$ cat src/hdl/compression_magic_scanner_macros.svh
// assertion macros shared by the scanner rtl
// clocked on clk; CMS_ASSERT is disabled while rst_n is low; empty when SYNTH is defined
`ifndef COMPRESSION_MAGIC_SCANNER_MACROS_SVH
`define COMPRESSION_MAGIC_SCANNER_MACROS_SVH
`ifndef SYNTH
// property checked only outside reset
`define CMS_ASSERT(lbl, prop, msg) \
    lbl: assert property (@(posedge clk) disable iff (!rst_n) (prop)) else $error(msg);
// property checked on every edge, reset included
`define CMS_ASSERT_ALWAYS(lbl, prop, msg) \
    lbl: assert property (@(posedge clk) (prop)) else $error(msg);
`else
`define CMS_ASSERT(lbl, prop, msg)
`define CMS_ASSERT_ALWAYS(lbl, prop, msg)
`endif
`endif

$ cat src/hdl/cms_pkg.sv
// types and constants of the compression magic scanner
// no dependencies; imported by every scanner module
package cms_pkg;

    localparam int CMS_OFFSET_BITS = 32;
    localparam int OUT_OFFSET_W    = 32;
    localparam int WIN_LEN         = 13;
    localparam int FILL_W          = $clog2(WIN_LEN + 1);

    // result queue between scanner and consumer
    localparam int QDEPTH = 4;
    localparam int QPTR_W = $clog2(QDEPTH);
    localparam int QCNT_W = $clog2(QDEPTH + 1);

    localparam logic [2:0] KIND_GZIP  = 3'd0;
    localparam logic [2:0] KIND_BZIP2 = 3'd1;
    localparam logic [2:0] KIND_XZ    = 3'd2;
    localparam logic [2:0] KIND_ZSTD  = 3'd3;
    localparam logic [2:0] KIND_LZMA  = 3'd4;

    localparam logic [23:0] GZIP_HDR  = 24'h1F8B08;
    localparam logic [23:0] BZIP2_HDR = 24'h425A68;
    localparam logic [47:0] XZ_HDR    = 48'hFD377A585A00;
    localparam logic [31:0] ZSTD_HDR  = 32'h28B52FFD;

    localparam logic [7:0] LZMA_PROPS     = 8'h5D;
    localparam logic [7:0] LZMA_DICT_LIM  = 8'h20;

    typedef struct packed {
        logic [7:0] data_byte;
        logic       last;
    } in_item_t;

    typedef struct packed {
        logic                    found;
        logic [2:0]              kind;
        logic [OUT_OFFSET_W-1:0] start_offset;
    } out_item_t;

endpackage

$ cat src/hdl/compression_magic_scanner.sv
// top level of the compression magic scanner
// depends on cms_pkg, cms_front and cms_queue
//
//  channel   request      handshake      accepted when
//  input     item         push / full    push && !full
//  result    result       pop / empty    pop && !empty
//
// one byte is taken per cycle while full is low; window shift, magic
// compares and offset subtract all settle in the cycle the byte is taken
// a result enters the four-entry result queue in that same cycle and can be
// popped on the next edge
// full rises only when four results wait unpopped; input then stalls
// reset clears window, counters and queue; no clearing pass is needed
module compression_magic_scanner
    import cms_pkg::*;
#(
    parameter int OFFSET_BITS = CMS_OFFSET_BITS
)
(
    input  logic      clk,
    input  logic      rst_n,
    input  logic      push,
    output logic      full,
    input  in_item_t  item,
    output logic      empty,
    input  logic      pop,
    output out_item_t result
);

    logic      take;
    logic      res_valid;
    out_item_t res;

    assign take = push && !full;

    cms_front #(
        .OFFSET_BITS (OFFSET_BITS)
    ) u_front (
        .clk       (clk),
        .rst_n     (rst_n),
        .take      (take),
        .item      (item),
        .res_valid (res_valid),
        .res       (res)
    );

    cms_queue u_queue (
        .clk   (clk),
        .rst_n (rst_n),
        .wr    (res_valid),
        .wdata (res),
        .full  (full),
        .empty (empty),
        .pop   (pop),
        .rdata (result)
    );

endmodule

$ cat src/hdl/cms_front.sv
// front end: byte window, offset counter, magic and lzma classification
// depends on cms_pkg and the scanner assertion macros
`include "compression_magic_scanner_macros.svh"

module cms_front
    import cms_pkg::*;
#(
    parameter int OFFSET_BITS = CMS_OFFSET_BITS
)
(
    input  logic      clk,
    input  logic      rst_n,
    input  logic      take,
    input  in_item_t  item,
    output logic      res_valid,
    output out_item_t res
);

    logic [7:0]              window_reg [WIN_LEN];
    logic [FILL_W-1:0]       filled_reg;
    logic [OFFSET_BITS-1:0]  pos_reg;
    logic                    lzma_seen_reg;
    logic [OUT_OFFSET_W-1:0] lzma_pos_reg;
    logic                    reported_reg;

    logic [7:0]              win_new [WIN_LEN];
    logic [FILL_W-1:0]       filled_next;
    logic [OFFSET_BITS-1:0]  pos_next;
    logic                    pos_at_max;
    logic                    m_gzip, m_bzip2, m_xz, m_zstd, hit;
    logic [2:0]              fix_kind;
    logic [3:0]              fix_back;
    logic [OFFSET_BITS-1:0]  fix_back_w, lz_back_w;
    logic [OFFSET_BITS-1:0]  fix_start, lz_start;
    logic [OFFSET_BITS+31:0] fix_ext, lz_ext;
    logic [OUT_OFFSET_W-1:0] fix_out, lz_out;
    logic                    lz_zeros, lz_ones, lz_rule, lz_now, lz_any;

    // shifted window with the new byte at the newest end
    always_comb
    begin
        for (int i = 0; i < WIN_LEN - 1; i++)
        begin
            win_new[i] = window_reg[i+1];
        end
        win_new[WIN_LEN-1] = item.data_byte;
    end

    assign filled_next = (filled_reg == FILL_W'(WIN_LEN)) ? filled_reg
                                                           : filled_reg + FILL_W'(1);
    assign pos_at_max  = (pos_reg == '1);
    assign pos_next    = pos_at_max ? pos_reg : pos_reg + OFFSET_BITS'(1);

    assign m_gzip  = (filled_next >= FILL_W'(3)) &&
                     ({win_new[10], win_new[11], win_new[12]} == GZIP_HDR);
    assign m_bzip2 = (filled_next >= FILL_W'(3)) &&
                     ({win_new[10], win_new[11], win_new[12]} == BZIP2_HDR);
    assign m_xz    = (filled_next >= FILL_W'(6)) &&
                     ({win_new[7], win_new[8], win_new[9], win_new[10], win_new[11],
                       win_new[12]} == XZ_HDR);
    assign m_zstd  = (filled_next >= FILL_W'(4)) &&
                     ({win_new[9], win_new[10], win_new[11], win_new[12]} == ZSTD_HDR);
    assign hit     = m_gzip || m_bzip2 || m_xz || m_zstd;

    always_comb
    begin
        fix_kind = KIND_ZSTD;
        fix_back = 4'd3;
        if (m_gzip)
        begin
            fix_kind = KIND_GZIP;
            fix_back = 4'd2;
        end
        else if (m_bzip2)
        begin
            fix_kind = KIND_BZIP2;
            fix_back = 4'd2;
        end
        else if (m_xz)
        begin
            fix_kind = KIND_XZ;
            fix_back = 4'd5;
        end
    end

    // offset of the first byte of the match, pinned at the counter maximum
    assign fix_back_w = OFFSET_BITS'(fix_back);
    assign lz_back_w  = OFFSET_BITS'(WIN_LEN - 1);
    assign fix_start  = pos_at_max ? pos_reg :
                        (pos_reg >= fix_back_w) ? pos_reg - fix_back_w : '0;
    assign lz_start   = pos_at_max ? pos_reg :
                        (pos_reg >= lz_back_w) ? pos_reg - lz_back_w : '0;

    // clamp to the 32-bit result field
    assign fix_ext = {32'b0, fix_start};
    assign lz_ext  = {32'b0, lz_start};
    assign fix_out = (|fix_ext[OFFSET_BITS+31:32]) ? '1 : fix_ext[31:0];
    assign lz_out  = (|lz_ext[OFFSET_BITS+31:32]) ? '1 : lz_ext[31:0];

    always_comb
    begin
        lz_zeros = 1'b1;
        lz_ones  = 1'b1;
        for (int i = 10; i < WIN_LEN; i++)
        begin
            if (win_new[i] != 8'h00)
            begin
                lz_zeros = 1'b0;
            end
        end
        for (int i = 5; i < WIN_LEN; i++)
        begin
            if (win_new[i] != 8'hFF)
            begin
                lz_ones = 1'b0;
            end
        end
    end

    assign lz_rule = (filled_next == FILL_W'(WIN_LEN)) && (win_new[0] == LZMA_PROPS) &&
                     (win_new[4] < LZMA_DICT_LIM) && (lz_zeros || lz_ones);
    assign lz_now  = !lzma_seen_reg && !hit && lz_rule;
    assign lz_any  = lzma_seen_reg || lz_now;

    assign res_valid = take && !reported_reg && (hit || item.last);

    always_comb
    begin
        res.found        = hit || lz_any;
        res.kind         = KIND_GZIP;
        res.start_offset = '0;
        if (hit)
        begin
            res.kind         = fix_kind;
            res.start_offset = fix_out;
        end
        else if (lzma_seen_reg)
        begin
            res.kind         = KIND_LZMA;
            res.start_offset = lzma_pos_reg;
        end
        else if (lz_now)
        begin
            res.kind         = KIND_LZMA;
            res.start_offset = lz_out;
        end
    end

    always_ff @(posedge clk or negedge rst_n)
    begin
        if (!rst_n)
        begin
            for (int i = 0; i < WIN_LEN; i++)
            begin
                window_reg[i] <= '0;
            end
            filled_reg    <= '0;
            pos_reg       <= '0;
            lzma_seen_reg <= 1'b0;
            lzma_pos_reg  <= '0;
            reported_reg  <= 1'b0;
        end
        else if (take)
        begin
            if (item.last)
            begin
                // end of stream: next byte starts a new one
                for (int i = 0; i < WIN_LEN; i++)
                begin
                    window_reg[i] <= '0;
                end
                filled_reg    <= '0;
                pos_reg       <= '0;
                lzma_seen_reg <= 1'b0;
                lzma_pos_reg  <= '0;
                reported_reg  <= 1'b0;
            end
            else if (!reported_reg)
            begin
                for (int i = 0; i < WIN_LEN; i++)
                begin
                    window_reg[i] <= win_new[i];
                end
                filled_reg   <= filled_next;
                pos_reg      <= pos_next;
                reported_reg <= hit;
                if (lz_now)
                begin
                    lzma_seen_reg <= 1'b1;
                    lzma_pos_reg  <= lz_out;
                end
            end
        end
    end

    `CMS_ASSERT(a_last_clears, (take && item.last) |=> (pos_reg == '0 && filled_reg == '0 && !reported_reg && !lzma_seen_reg), "stream state not cleared after last byte")
    `CMS_ASSERT(a_silent_after_report, (take && reported_reg) |-> !res_valid, "result after a report in the same stream")
    `CMS_ASSERT(a_lzma_full_window, lzma_seen_reg |-> (filled_reg == FILL_W'(WIN_LEN)), "lzma recorded before the window filled")
    `CMS_ASSERT(a_hit_reports, (take && !reported_reg && hit && !item.last) |=> reported_reg, "magic hit not marked as reported")

endmodule

$ cat src/hdl/cms_queue.sv
// result queue between the scanner front end and the consumer
// depends on cms_pkg and the scanner assertion macros
`include "compression_magic_scanner_macros.svh"

module cms_queue
    import cms_pkg::*;
(
    input  logic      clk,
    input  logic      rst_n,
    input  logic      wr,
    input  out_item_t wdata,
    output logic      full,
    output logic      empty,
    input  logic      pop,
    output out_item_t rdata
);

    out_item_t         mem_reg [QDEPTH];
    logic [QPTR_W-1:0] wr_ptr_reg, rd_ptr_reg;
    logic [QCNT_W-1:0] count_reg;
    logic              rd, wr_ok;

    assign full  = (count_reg == QCNT_W'(QDEPTH));
    assign empty = (count_reg == '0);
    assign rd    = pop && !empty;
    assign wr_ok = wr && !full;
    assign rdata = mem_reg[rd_ptr_reg];

    always_ff @(posedge clk)
    begin
        if (wr_ok)
        begin
            mem_reg[wr_ptr_reg] <= wdata;
        end
    end

    always_ff @(posedge clk or negedge rst_n)
    begin
        if (!rst_n)
        begin
            wr_ptr_reg <= '0;
            rd_ptr_reg <= '0;
            count_reg  <= '0;
        end
        else
        begin
            if (wr_ok)
            begin
                wr_ptr_reg <= (wr_ptr_reg == QPTR_W'(QDEPTH - 1)) ? '0
                                                                   : wr_ptr_reg + QPTR_W'(1);
            end
            if (rd)
            begin
                rd_ptr_reg <= (rd_ptr_reg == QPTR_W'(QDEPTH - 1)) ? '0
                                                                   : rd_ptr_reg + QPTR_W'(1);
            end
            if (wr_ok && !rd)
            begin
                count_reg <= count_reg + QCNT_W'(1);
            end
            else if (rd && !wr_ok)
            begin
                count_reg <= count_reg - QCNT_W'(1);
            end
        end
    end

    `CMS_ASSERT(a_no_overflow, wr |-> !full, "result request dropped on a full queue")
    `CMS_ASSERT(a_write_shows, (wr_ok && !rd) |=> !empty, "written result not visible")
    `CMS_ASSERT(a_drain_empty, (rd && !wr_ok && count_reg == QCNT_W'(1)) |=> empty, "queue not empty after last pop")
    `CMS_ASSERT(a_count_bound, count_reg <= QCNT_W'(QDEPTH), "queue count beyond depth")

endmodule
$ cat config.mk
export PLATFORM = sky130hd
export DESIGN_NAME = compression_magic_scanner
export DESIGN_NICKNAME = d
export VERILOG_FILES = /design/src/hdl/cms_pkg.sv /design/src/hdl/compression_magic_scanner.sv /design/src/hdl/cms_front.sv /design/src/hdl/cms_queue.sv
export VERILOG_INCLUDE_DIRS = /design/src /design/src/hdl
export SDC_FILE = /design/constraint.sdc
export NUM_CORES = 1
export LEC_CHECK = 0
export ABC_CLOCK_PERIOD_IN_PS = 5500
export BUFFER_PORTS_ARGS = -buffer_cell sky130_fd_sc_hd__buf_4
export CAP_MARGIN = 10
export CORE_ASPECT_RATIO = 1.75
export CORE_UTILIZATION = 64
export CTS_BUF_LIST = sky130_fd_sc_hd__clkbuf_4
export DETAILED_ROUTE_END_ITERATION = 10
export PLACE_DENSITY = 0.91
export SETUP_SLACK_MARGIN = 0.02
export SYNTH_ARGS = -nofsm -noshare
export SYNTH_HDL_FRONTEND = slang
export SYNTH_SLANG_ARGS = --single-unit
$ cat constraint.sdc
create_clock -name clk -period 5.5 [get_ports clk]
set_input_delay 1.1 -clock clk [delete_from_list [all_inputs] [get_ports clk]]
set_output_delay 1.1 -clock clk [all_outputs]
set_load 0.02 [all_outputs]
==> results of run 1 <==
[critical path, stage by stage]
cell      delay, ns
buf_4          0.12
or3_4          0.40
or4b_1         0.54
or4_1          0.52
a221o_2        0.45
ha_1           0.23
fa_1           0.38
nor2b_1        0.26
nor4b_2        0.09
nand4_1        0.26
clkinv_1       0.25
a21oi_2        0.22
buf_4          0.18
a221oi_1       0.08
o21ai_1        0.34
[placed cells by master (no fill, tap or decap), drive strengths merged, types with 4 or more instances in the layout]
master	synthesis	layout
and4	9	9
o211ai	8	8
o2bb2ai	9	9
nand2b	5	5
a31oi	4	4
ha	14	14
a21oi	17	17
and3	7	7
nor3	34	34
a21o	8	8
nand4b	5	5
nor2b	5	5
nand4	27	27
a221oi	7	7
nand3	38	38
or4	14	14
a22o	124	124
inv	21	25
nor4	37	37
mux2	5	5
nor2	75	75
o21ai	40	40
clkinv	1	27
or2	6	6
edfxtp	144	144
or3	19	19
buf	15	79
xnor2	30	30
a22oi	11	11
o21a	6	6
and2	11	11
nand2	82	82
mux4	36	36
xor2	38	38
clkbuf	74	95
dfrtp	173	173
[cell usage after synthesis (all sizes together) (21+ instances only)]
library cell | n | area (µm²)
xnor2 | 30 | 263
mux4 | 36 | 811
inv | 21 | 78.8
o21ai | 40 | 200
nand3 | 38 | 203
clkbuf | 74 | 289
nand2 | 82 | 308
xor2 | 38 | 333
nor2 | 75 | 284
nor4 | 37 | 253
a22o | 124 | 1090
edfxtp | 144 | 4320
dfrtp | 173 | 4330
nor3 | 34 | 175
nand4 | 27 | 169
[power breakdown]
| group | total, mW | switching, mW | internal, mW |
|---|---|---|---|
| sequential | 2.92 | 0.237 | 2.69 |
| combinational | 1.92 | 1.14 | 0.781 |
| clock | 1.83 | 0.936 | 0.895 |
[cell families after synthesis]
kind of cell | synth area share (%)
and+or+nand+nor | 13.9
muxes | 6.05
adders and majority gates | 1.44
DFF | 57.9
AOI/OAI and AO/OA | 13.8
buffers and inverters | 2.96
xor gates and xnor gates | 3.98
[final cells by class]
| type | count | share of cell area, % |
|---|---|---|
| clock inverters | 33 | 1.17 |
| well taps | 300 | 2.27 |
| flip-flops and latches | 317 | 52.4 |
| repair buffers | 81 | 3.79 |
| diodes | 2 | 0.0303 |
| inverters | 22 | 0.500 |
| clock buffers | 93 | 4.22 |
| multi-input cells | 778 | 35.7 |
[worst max path at each step]
stage | start | to | slack (ns) | cells past startpoint
6_report | item[8] | u_queue.mem_reg[3][19] | 0.56 | 15
5_1_grt | item[8] | u_queue.mem_reg[0][8] | 0.41 | 12
4_1_cts | item[8] | u_queue.mem_reg[3][19] | 0.68 | 15
3_5_place_dp | item[8] | u_queue.mem_reg[3][19] | -0.03 | 15
3_3_place_gp | item[8] | u_queue.mem_reg[0][9] | 0.09 | 15
2_1_floorplan | item[8] | u_queue.mem_reg[0][19] | 0.58 | 14
[stage by stage]
step | total power [mW] | util [%] | instances | setup TNS (ns)
floorplan | 4.13 | - | 1206 | 0
global placement | 4.79 | 68.3 | 1495 | 0
detailed placement | 4.85 | 68.3 | 1495 | -0.223
CTS | 6.67 | 72.2 | 1621 | 0
global route | 6.94 | 72.4 | 1625 | 0
finish | 6.67 | 72.4 | 1626 | 0
[metal layers]
metal | GRT usage [%] | vias up
met5 | 0 | -
met4 | 27.6 | 0
met3 | 8.06 | 216
met2 | 62.0 | 778
met1 | 39.5 | 5565
li1 | - | 4821
==> summary.md, run 1 <==
| Metric | Value |
|---|---|
| First-pass GRT wire length | 65.0 mm |
| Placed cell areas | ~16000 µm² |
| Critical path fanouts, max | 6 |
| Register-to-register setup slack | about 0.66 ns |
| Final worst slack | between 0.5 and 0.6 ns |
| Die height | 204 µm |
| # port buffers | 50 |
| Via density | 7.00 |
| CTS root buf | clkbuf_4 |
| Status | complete, no violations |
| # setup viols final | 0 |
| First DRT Iteration DRCs | 1197 |
| P_leak | between 6 and 7 nW |
| Worst VDD drop | about 250 µV |
| Total CTS buffers | between 60 and 70 |
| Clk_skew | 0.0615 ns |
| Clock slew at reported path FFs | approximately 0.070 ns |
| Clock Sinks | roughly 320 |
| Synth warn | 0 |
| Reg-to-reg startpoint | u_front.win_new[21] |
| Post-synthesis cell count | roughly 1200 |
| Crit. End Element | register |
| Largest net degree at the start of global routing | 174 |
| Highest metal layer with signal wires | met4 |
| Crit Path Class | in -> reg |
| CTS H-tree lvls | 3 |
| Minimum clock period | about 4.9 ns |
| Measured slew at the worst slew-check pin | between 1 and 1.5 ns |
| Ys async rst share | a little over half |
| Synth cell types | slightly above 80 |
| Hold Slack | about 0.48 ns |
| Part of the cycle the worst path needs | between 80% and 90% |
| HP Start | u_front.win_new[76] |
| Maximum capacitance violations | 0 |
| Share of post-route cells with drive strength above 1 | approximately a fifth |
| Reg-to-Reg End | u_queue.mem_reg[3][19] |
| Endpoints failing hold | 0 |
| Gpl congestion | about 0.96 |
| Detailed-route DRC error count | 0 |
| Register Area | around 8700 µm² |
| Met2 wire len | 21.6 mm |
| Routed WL per cell | around 26 µm |
| Filler Cells Inserted | around 1500 |
| Nets | approximately 1300 |
| Area Overhead vs Synth | 10.6% |
| Post-DP HPWL | about 27 mm |
| Initial antenna violation count | 1 |
| Power density cells | 404 nW/µm² |
| DP Worst Slack | -0.0338 ns |
| Io pins | between 50 and 60 |
| Hold buffers post-CTS | 0 |
| Rel. slew slack | between 20% and 30% |
| TritonRoute pass-1 iters | 6 |
| Multi-input logic area | approximately 5900 µm² |
| Global Route Usage Sum | ~36% |
| Met3 WL | 3.45 mm |
| Layout Cell Area excl Fill | around 17000 µm² |
| Die Width | roughly 120 µm |
| Row count | between 70 and 80 |
| Routed Antenna Nets | 0 |
| GRT overflow | 0 |
| WP data required | between 5 and 6 ns |
| Vias | between 10000 and 15000 |
| Post-synth EDFFs | around 140 |
| Flops & latches, synth | 317 |
| Prevailing post-synth register cell | dfrtp_1 |
| CTS Buffer Depth | 3 |
| Max Fclk | about 0.20 GHz |
| Worst hold path cell count | 1 |
| Final WL | around 42 mm |
| Hold Path Class | reg -> reg |
| CTS tree | built |
| Synth Cell Area | 14900 µm² |
| RSZ-0062 raised after global routing | no |
| Setup Fix Bufs, Post-CTS | 0 |
| Die footprint | between 20000 and 25000 µm² |
| Initial Util | approximately two thirds |
| Clk Latency, worst-skew pair | between 0.7 and 0.8 ns |
| Worst setup SP type | input port |
| Sequential cell area fraction in the yosys report | 57.9% |
| Post-CTS sizing | 0 |
| Core area | roughly 23000 µm² |
| Max Slew Vio Count | 0 |
| R2r worst-path depth | 14 |
| CP arrival | about 5.4 ns |
| Synth Area per Inst | approximately 12 µm² |
| Number of global-route vias before repair | around 12000 |
| Max FFs per register | around 140 |
| WL met1 | 13.9 mm |
| Synthesized Nets | roughly 1200 |
| Worst Hold Path EP | u_front.win_new[84] |
(Power assumes the default switching activity.)
==> inputs of run 2 (changes only) <==
--- a/config.mk
+++ b/config.mk
@@ -17,4 +17,5 @@
 export SETUP_SLACK_MARGIN = 0.02
 export SYNTH_ARGS = -nofsm -noshare
 export SYNTH_HDL_FRONTEND = slang
+export SYNTH_HIERARCHICAL = 1
 export SYNTH_SLANG_ARGS = --single-unit
==> run 2 against run 1 <==
Clock skew fell by 0.025 ns. Via count shrank 6.5%. Critical path type is now reg -> reg. Clock power down 2%. Largest cell class unchanged. Total power up 0.61%. Sequential share of layout area increased by 0.95 points. Register-to-register slack got worse by 0.05 ns. Highest routed layer unchanged.
==> summary.md, run 2 <==
| Metric | Value |
|---|---|
| Status | complete, no violations |
| XOR/XNOR Fraction of Synth Area | 4.44% (+0.45 points) |
| Synthesized Nets | 1248 (+1.1%) |
| Die height | 203 µm (-0.50%) |
| Register-to-register setup slack | 0.61 ns (-0.05 ns) |
| Largest family of logic cells by synthesized area | simple AND/OR/NAND/NOR gates |
| Clock slew at reported path FFs | 0.08 ns (about the same) |
| Area share of the leading cell type in the synthesized netlist | 29.3% (+0.29 points) |
| Io pins | 51 (unchanged) |
| Max Fclk | 0.204 GHz (+0.87%) |
| CP cell instances | or4_1 > nor4_1 > nand3_1 > nor4bb_2 > inv_1 > ha_1 > a211o_1 > or3_1 > nand2b_1 > o31ai_1 > nand2_1 > a222oi_1 > nand2_1 |
| CTS Buffer Depth | 3 (unchanged) |
| Global Route Usage Sum | 32.8% (-3.6 points) |
| Prevailing post-synth register cell | dfrtp_1 |
| Hold buffers post-CTS | 0 (unchanged) |
| Post-Synth Simple-Gate Area | 14.4% (+0.52 points) |
| CTS root buf | clkbuf_4 |
| Crit. End Element | register |
| Detailed-route DRC error count | 0 (unchanged) |
| Adder-cell area share of the yosys netlist | 1.45% (+0.015 points) |
| Maximum capacitance violations | 0 (unchanged) |
| Max Slew Vio Count | 0 (unchanged) |
| Routed WL per cell | 22.3 µm (-13%) |
| Die Width | 117 µm (-0.49%) |
| Total CTS buffers | 69 (unchanged) |
| Vias | 10600 (-6.5%) |
| Max FFs per register | 144 (unchanged) |
| Rel. slew slack | 16.8% (-8.3 points) |
| Post-DP HPWL | 25.1 mm (-7.1%) |
| WP buf/inv | 1 (-2) |
| GRT overflow | 0 (unchanged) |
| Clk Latency, worst-skew pair | 0.72 ns (-0.03 ns) |
| Synth cell types | 75 (-8.5%) |
| Multi-input logic area | 5700 µm² (-3.2%) |
| Share of post-route cells with drive strength above 1 | 18.5% (-1.6 points) |
| Final WL | 36.3 mm (-13%) |
| Critical path fanouts, max | 7 (+1) |
| Row count | 73 (unchanged) |
| Reg-to-reg startpoint | u_front/win_new[41] |
| Setup Fix Bufs, Post-CTS | 0 (unchanged) |
| Initial Util | 65.1% (-0.40 points) |
| Top cells by count, synth | dfrtp_1, edfxtp_1, nand2_1 |
| Crit path max-delay cell type | nor4bb_2 |
| Power density cells | 414 nW/µm² (+2.4%) |
| Post-synth EDFFs | 144 (unchanged) |
| TritonRoute pass-1 iters | 7 (+1) |
| Commonest non-fill, non-tap cells in the layout | dfrtp_1, edfxtp_1, nand2_1 |
| Post-synthesis cell count | 1219 (+1.1%) |
| Register Area | 8650 µm² (unchanged) |
| Core area | 22700 µm² (-0.40%) |
| CP startpoint | u_front/win_new[41] |
| Synth Cell Area | 14800 µm² (-1.0%) |
| Minimum clock period | 4.89 ns (-0.0425 ns) |
| CTS tree | built |
| Clk_skew | 0.0366 ns (-0.0249 ns) |
| Largest stage delay, worst path | 0.61 ns (+0.07 ns) |
| Measured slew at the worst slew-check pin | 1.25 ns (+0.134 ns) |
| Post-synth top area cell | dfrtp_1 |
| Initial antenna violation count | 2 (+1) |
| Die footprint | 23800 µm² (-0.99%) |
| Via density | 6.54 (-6.5%) |
| Final non-filler cell total | 1626 (unchanged) |
| Synth top area cells | dfrtp_1, edfxtp_1, a22o_1, mux4_2, nand2_1 |
| Sequential cell area fraction in the yosys report | 58.5% (+0.59 points) |
| P_leak | 6.71 nW (-2.8%) |
| # port buffers | 50 (unchanged) |
| CP arrival | 5.32 ns (-0.10 ns) |
| Routed Antenna Nets | 0 (unchanged) |
| Most common cell after layout, fill and taps aside | dfrtp_1 |
| Sum Neg Setup Slack | 0 ns (unchanged) |
| Crit path top cell by count | nand2_1 |
| Post-CTS sizing | 0 (unchanged) |
| Hold Path Class | in -> async |
| Ys async rst share | 54.6% (unchanged) |
| Nets | 1301 (+0.23%) |
| Gpl congestion | 0.969 (+1.2%) |
| Worst setup SP type | register |
| Filler Cells Inserted | 1555 (+1.4%) |
| First-pass GRT wire length | 57.4 mm (-12%) |
| Largest net degree at the start of global routing | 97 (-44%) |
| Part of the cycle the worst path needs | 89.0% (-0.77 points) |
| Area Overhead vs Synth | 9.69% |
| Dpl cells | 1501 (+0.40%) |
| Worst VDD drop | 244 µV (-1.1%) |
| Crit Path Class | reg -> reg |
| Layout Cell Area excl Fill | 16200 µm² (-1.8%) |
| Number of global-route vias before repair | 10900 (-6.3%) |
| Placed cell areas | 15300 µm² (-1.7%) |
| Synth Area per Inst | 12.1 µm² (-2.1%) |
| Flops & latches, synth | 317 (unchanged) |
| Hold Slack | 0.457 ns (-0.0257 ns) |
| First DRT Iteration DRCs | 855 (-29%) |
| Final core utilization | 71.4% (-1.0 points) |
| # setup viols final | 0 (unchanged) |
| Endpoints failing hold | 0 (unchanged) |
| Delay-heaviest family, CP | simple AND/OR/NAND/NOR gates |
| Synth warn | 6 (+6) |
| Post-synthesis mux area share | 6.25% (+0.20 points) |
| Clock Sinks | 317 (unchanged) |
| Post-synthesis compound-gate area fraction | 11.8% (-2.0 points) |
| RSZ-0062 raised after global routing | no |
| WP data required | 5.92 ns (-0.06 ns) |
| Cell with the most instances after synthesis | dfrtp_1 |
| CTS H-tree lvls | 3 (unchanged) |
run 2: path summary, 6_finish.rpt:
kind                                       endpoint  cells after the start
max                          u_queue/mem_reg[0][17]                     13
min                        u_front/lzma_pos_reg[27]                      1
max reg2reg                  u_queue/mem_reg[0][17]                     13
min reg2reg                u_front/lzma_pos_reg[28]                      2
max in group asynchronous        u_front/pos_reg[5]                      2
min in group clk           u_front/lzma_pos_reg[28]                      2
run 2: cell families after synthesis:
kind of cell             count (synthesis)
AO/OA/AOI/OAI                          237
AND/OR/NAND/NOR                        418
multiplexers                            46
flip-flops                             317
XOR/XNOR                                75
buffers and inverters                  110
adder cells (fa/ha/maj)                 16
run 2: final cells by class:
cell class | count | area share (%)
antenna | 2 | 0.0308
clock buffer | 105 | 4.86
clock inverter | 18 | 0.601
inverter | 26 | 0.601
multi-input combinational | 792 | 35.1
sequential | 317 | 53.3
tap | 300 | 2.31
timing repair buffer | 66 | 3.15
run 2: metal layers:
metal	global-route usage, %	routed length, µm	part of all wire (%)	vias up
met5	0	0	0	-
met4	23.8	2460	6.8	0
met3	6.21	1790	4.9	159
met2	55.7	19300	53	476
met1	36.0	12800	35	5304
li1	-	-	-	4697
run 2: metrics by stage:
step | total power, mW | setup WS, ns
CTS | 6.75 | 0.738
global placement | 4.90 | 0.625
floorplan | 4.30 | 1.12
finish | 6.71 | 0.605
detailed placement | 4.96 | 0.503
global route | 7.04 | 0.368
run 2: where the power goes:
part	total [mW]	leakage (nW)	switching [mW]	internal [mW]
Clock	1.79	0.539	0.867	0.921
Sequential	2.95	3.67	0.256	2.70
Combinational	1.97	2.49	1.13	0.837
Total	6.71	6.71	2.26	4.46
==> inputs of run 3 (changes only) <==
--- a/config.mk
+++ b/config.mk
@@ -13,7 +13,7 @@
 export CORE_UTILIZATION = 64
 export CTS_BUF_LIST = sky130_fd_sc_hd__clkbuf_4
 export DETAILED_ROUTE_END_ITERATION = 10
-export PLACE_DENSITY = 0.91
+export PLACE_DENSITY = 0.87
 export SETUP_SLACK_MARGIN = 0.02
 export SYNTH_ARGS = -nofsm -noshare
 export SYNTH_HDL_FRONTEND = slang
==> run 3 against run 2 <==
Register-to-register slack better by 0.096 ns. Sequential power about the same. Clock power increased by 4%. Via count rose by 1.3%. Sequential cell count did not move. Critical endpoint is now u_queue/mem_reg[2][13]. Highest routed layer unchanged.
==> summary.md, run 3 (synthesis gave the netlist of run 2 again) <==
| Metric | Value |
|---|---|
| RSZ-0062 raised after global routing | no |
| Crit Path Class | reg -> reg |
| Layout Cell Area excl Fill | 16300 µm² (+0.25%) |
| CTS H-tree lvls | 3 (unchanged) |
| Sum Neg Setup Slack | 0 ns (unchanged) |
| Clk_skew | 0.0359 ns (-0.000757 ns) |
| Maximum capacitance violations | 0 (unchanged) |
| Row count | 73 (unchanged) |
| Max FFs per register | 144 (unchanged) |
| Initial Util | 65.1% (unchanged) |
| P_leak | 6.72 nW (+0.23%) |
| Gpl congestion | 0.960 (-0.95%) |
| Post-CTS sizing | 0 (unchanged) |
| Via density | 6.59 (+0.70%) |
| CTS Buffer Depth | 3 (unchanged) |
| Io pins | 51 (unchanged) |
| Routed Antenna Nets | 0 (unchanged) |
| Final core utilization | 71.5% (+0.18 points) |
| Most common cell after layout, fill and taps aside | dfrtp_1 |
| Die footprint | 23800 µm² (unchanged) |
| Post-DP HPWL | 25.1 mm (about the same) |
| Dpl cells | 1503 (+0.13%) |
| Final non-filler cell total | 1636 (+0.62%) |
| Number of global-route vias before repair | 11200 (+2.2%) |
| DP Worst Slack | 0.594 ns (+0.0918 ns) |
| Total CTS buffers | 72 (+4.3%) |
| Minimum clock period | 4.80 ns (-0.0964 ns) |
| Core area | 22700 µm² (unchanged) |
| Total Power | 6.81 mW (+1.4%) |
| Vias | 10800 (+1.3%) |
| Crit. End Element | register |
| Area Overhead vs Synth | 9.96% |
| Worst hold path cell count | 2 |
| Setup Fix Bufs, Post-CTS | 0 (unchanged) |
| CP arrival | 5.18 ns (-0.14 ns) |
| # setup viols final | 0 (unchanged) |
| Rel. slew slack | 18.9% (+2.1 points) |
| GRT overflow | 0 (unchanged) |
| TritonRoute pass-1 iters | 5 (-2) |
| First-pass GRT wire length | 59.7 mm (+4.0%) |
| Worst VDD drop | 255 µV (+4.7%) |
| WP data required | 5.89 ns (-0.03 ns) |
| Die height | 203 µm (unchanged) |
| Max Fclk | 0.208 GHz (+2.0%) |
| Detailed-route DRC error count | 0 (unchanged) |
| Placed cell areas | 15300 µm² (about the same) |
| Part of the cycle the worst path needs | 87.2% (-1.8 points) |
| Status | complete, no violations |
| Clk Latency, worst-skew pair | 0.74 ns (+0.02 ns) |
| Global Route Usage Sum | 33.9% (+1.2 points) |
| Die Width | 117 µm (unchanged) |
| Final worst slack | 0.702 ns (+0.0964 ns) |
| Max Slew Vio Count | 0 (unchanged) |
| Hold Slack | 0.486 ns (+0.0290 ns) |
| R2r worst-path depth | 17 (+4) |
| Worst setup SP type | register |
| Largest net degree at the start of global routing | 101 (+4.1%) |
| CTS root buf | clkbuf_4 |
| CTS tree | built |
| Clock Sinks | 317 (unchanged) |
| Hold Path Class | reg -> reg |
| Critical path fanouts, max | 11 (+4) |
| Commonest non-fill, non-tap cells in the layout | dfrtp_1, edfxtp_1, nand2_1 |
| Share of post-route cells with drive strength above 1 | 18.2% (-0.29 points) |
| Hold buffers post-CTS | 0 (unchanged) |
| # port buffers | 50 (unchanged) |
| Clock slew at reported path FFs | 0.07 ns (about the same) |
| Nets | 1306 (+0.38%) |
| Final WL | 37.5 mm (+3.3%) |
| Initial antenna violation count | 1 (-1) |
| Routed WL per cell | 22.9 µm (+2.7%) |
| Endpoints failing hold | 0 (unchanged) |
| Power density cells | 418 nW/µm² (+1.1%) |
| First DRT Iteration DRCs | 898 (+5.0%) |
| Measured slew at the worst slew-check pin | 1.22 ns (-0.0321 ns) |
[run 3: cell count changes in the layout (fill, tap and decap cells not counted)]
cell       before  now
and2_1         11   12
and2_2          1    0
buf_12          1    0
buf_4          64   67
bufinv_16       1    2
clkbuf_4      105  100
clkinv_1       11   22
clkinv_2        3    4
[run 3: critical path: stages, from the launching register on]
cell and delay, ns:
dfrtp_1 0.46, inv_1 0.09, ha_1 0.27, nand2b_1 0.22, mux2i_1 0.15, a31oi_1 0.15, o221a_2 0.40, inv_1 0.08
ha_1 0.17, inv_1 0.06, fa_1 0.41, a211o_1 0.34, or3_1 0.34, buf_4 0.18, nor3_4 0.36, nor2_2 0.24
a211oi_1 0.28, o21ai_0 0.27
[run 3: final timing paths]
| path | slack, ns | from | endpoint |
|---|---|---|---|
| min in group asynchronous | 0.50 | rst_n | u_front/win_new[17] |
| min reg2reg | 0.49 | u_front/lzma_pos_reg[26] | u_front/lzma_pos_reg[26] |
| min | 0.49 | u_front/lzma_pos_reg[26] | u_front/lzma_pos_reg[26] |
| max in group asynchronous | 3.88 | rst_n | u_front/win_new[74] |
| max | 0.70 | u_front/filled_reg[1] | u_queue/mem_reg[2][13] |
| max reg2reg | 0.70 | u_front/filled_reg[1] | u_queue/mem_reg[2][13] |
[run 3: routing by layer]
metal  global-route usage (%)  vias to the layer above  share of wire [%]
met5                        0                        -                  0
met1                     37.3                     5345                 34
met4                     22.8                        0                6.4
met3                     7.49                      183                6.1
met2                     57.7                      526                 53
li1                         -                     4722                  -
[run 3: power by group]
| group | switching, mW | total, mW | internal, mW |
|---|---|---|---|
| sequential | 0.253 | 2.95 | 2.70 |
| combinational | 1.16 | 1.99 | 0.837 |
| clock | 0.918 | 1.86 | 0.944 |
| total | 2.33 | 6.81 | 4.48 |
[run 3: cell type report]
type | count | area [µm²]
clock inverters | 31 | 174
fillers | 1552 | 6470
diodes | 2 | 5.00
flip-flops and latches | 317 | 8650
clock buffers | 100 | 751
well taps | 300 | 375
inverters | 26 | 97.6
repair buffers | 68 | 514
multi-input cells | 792 | 5700
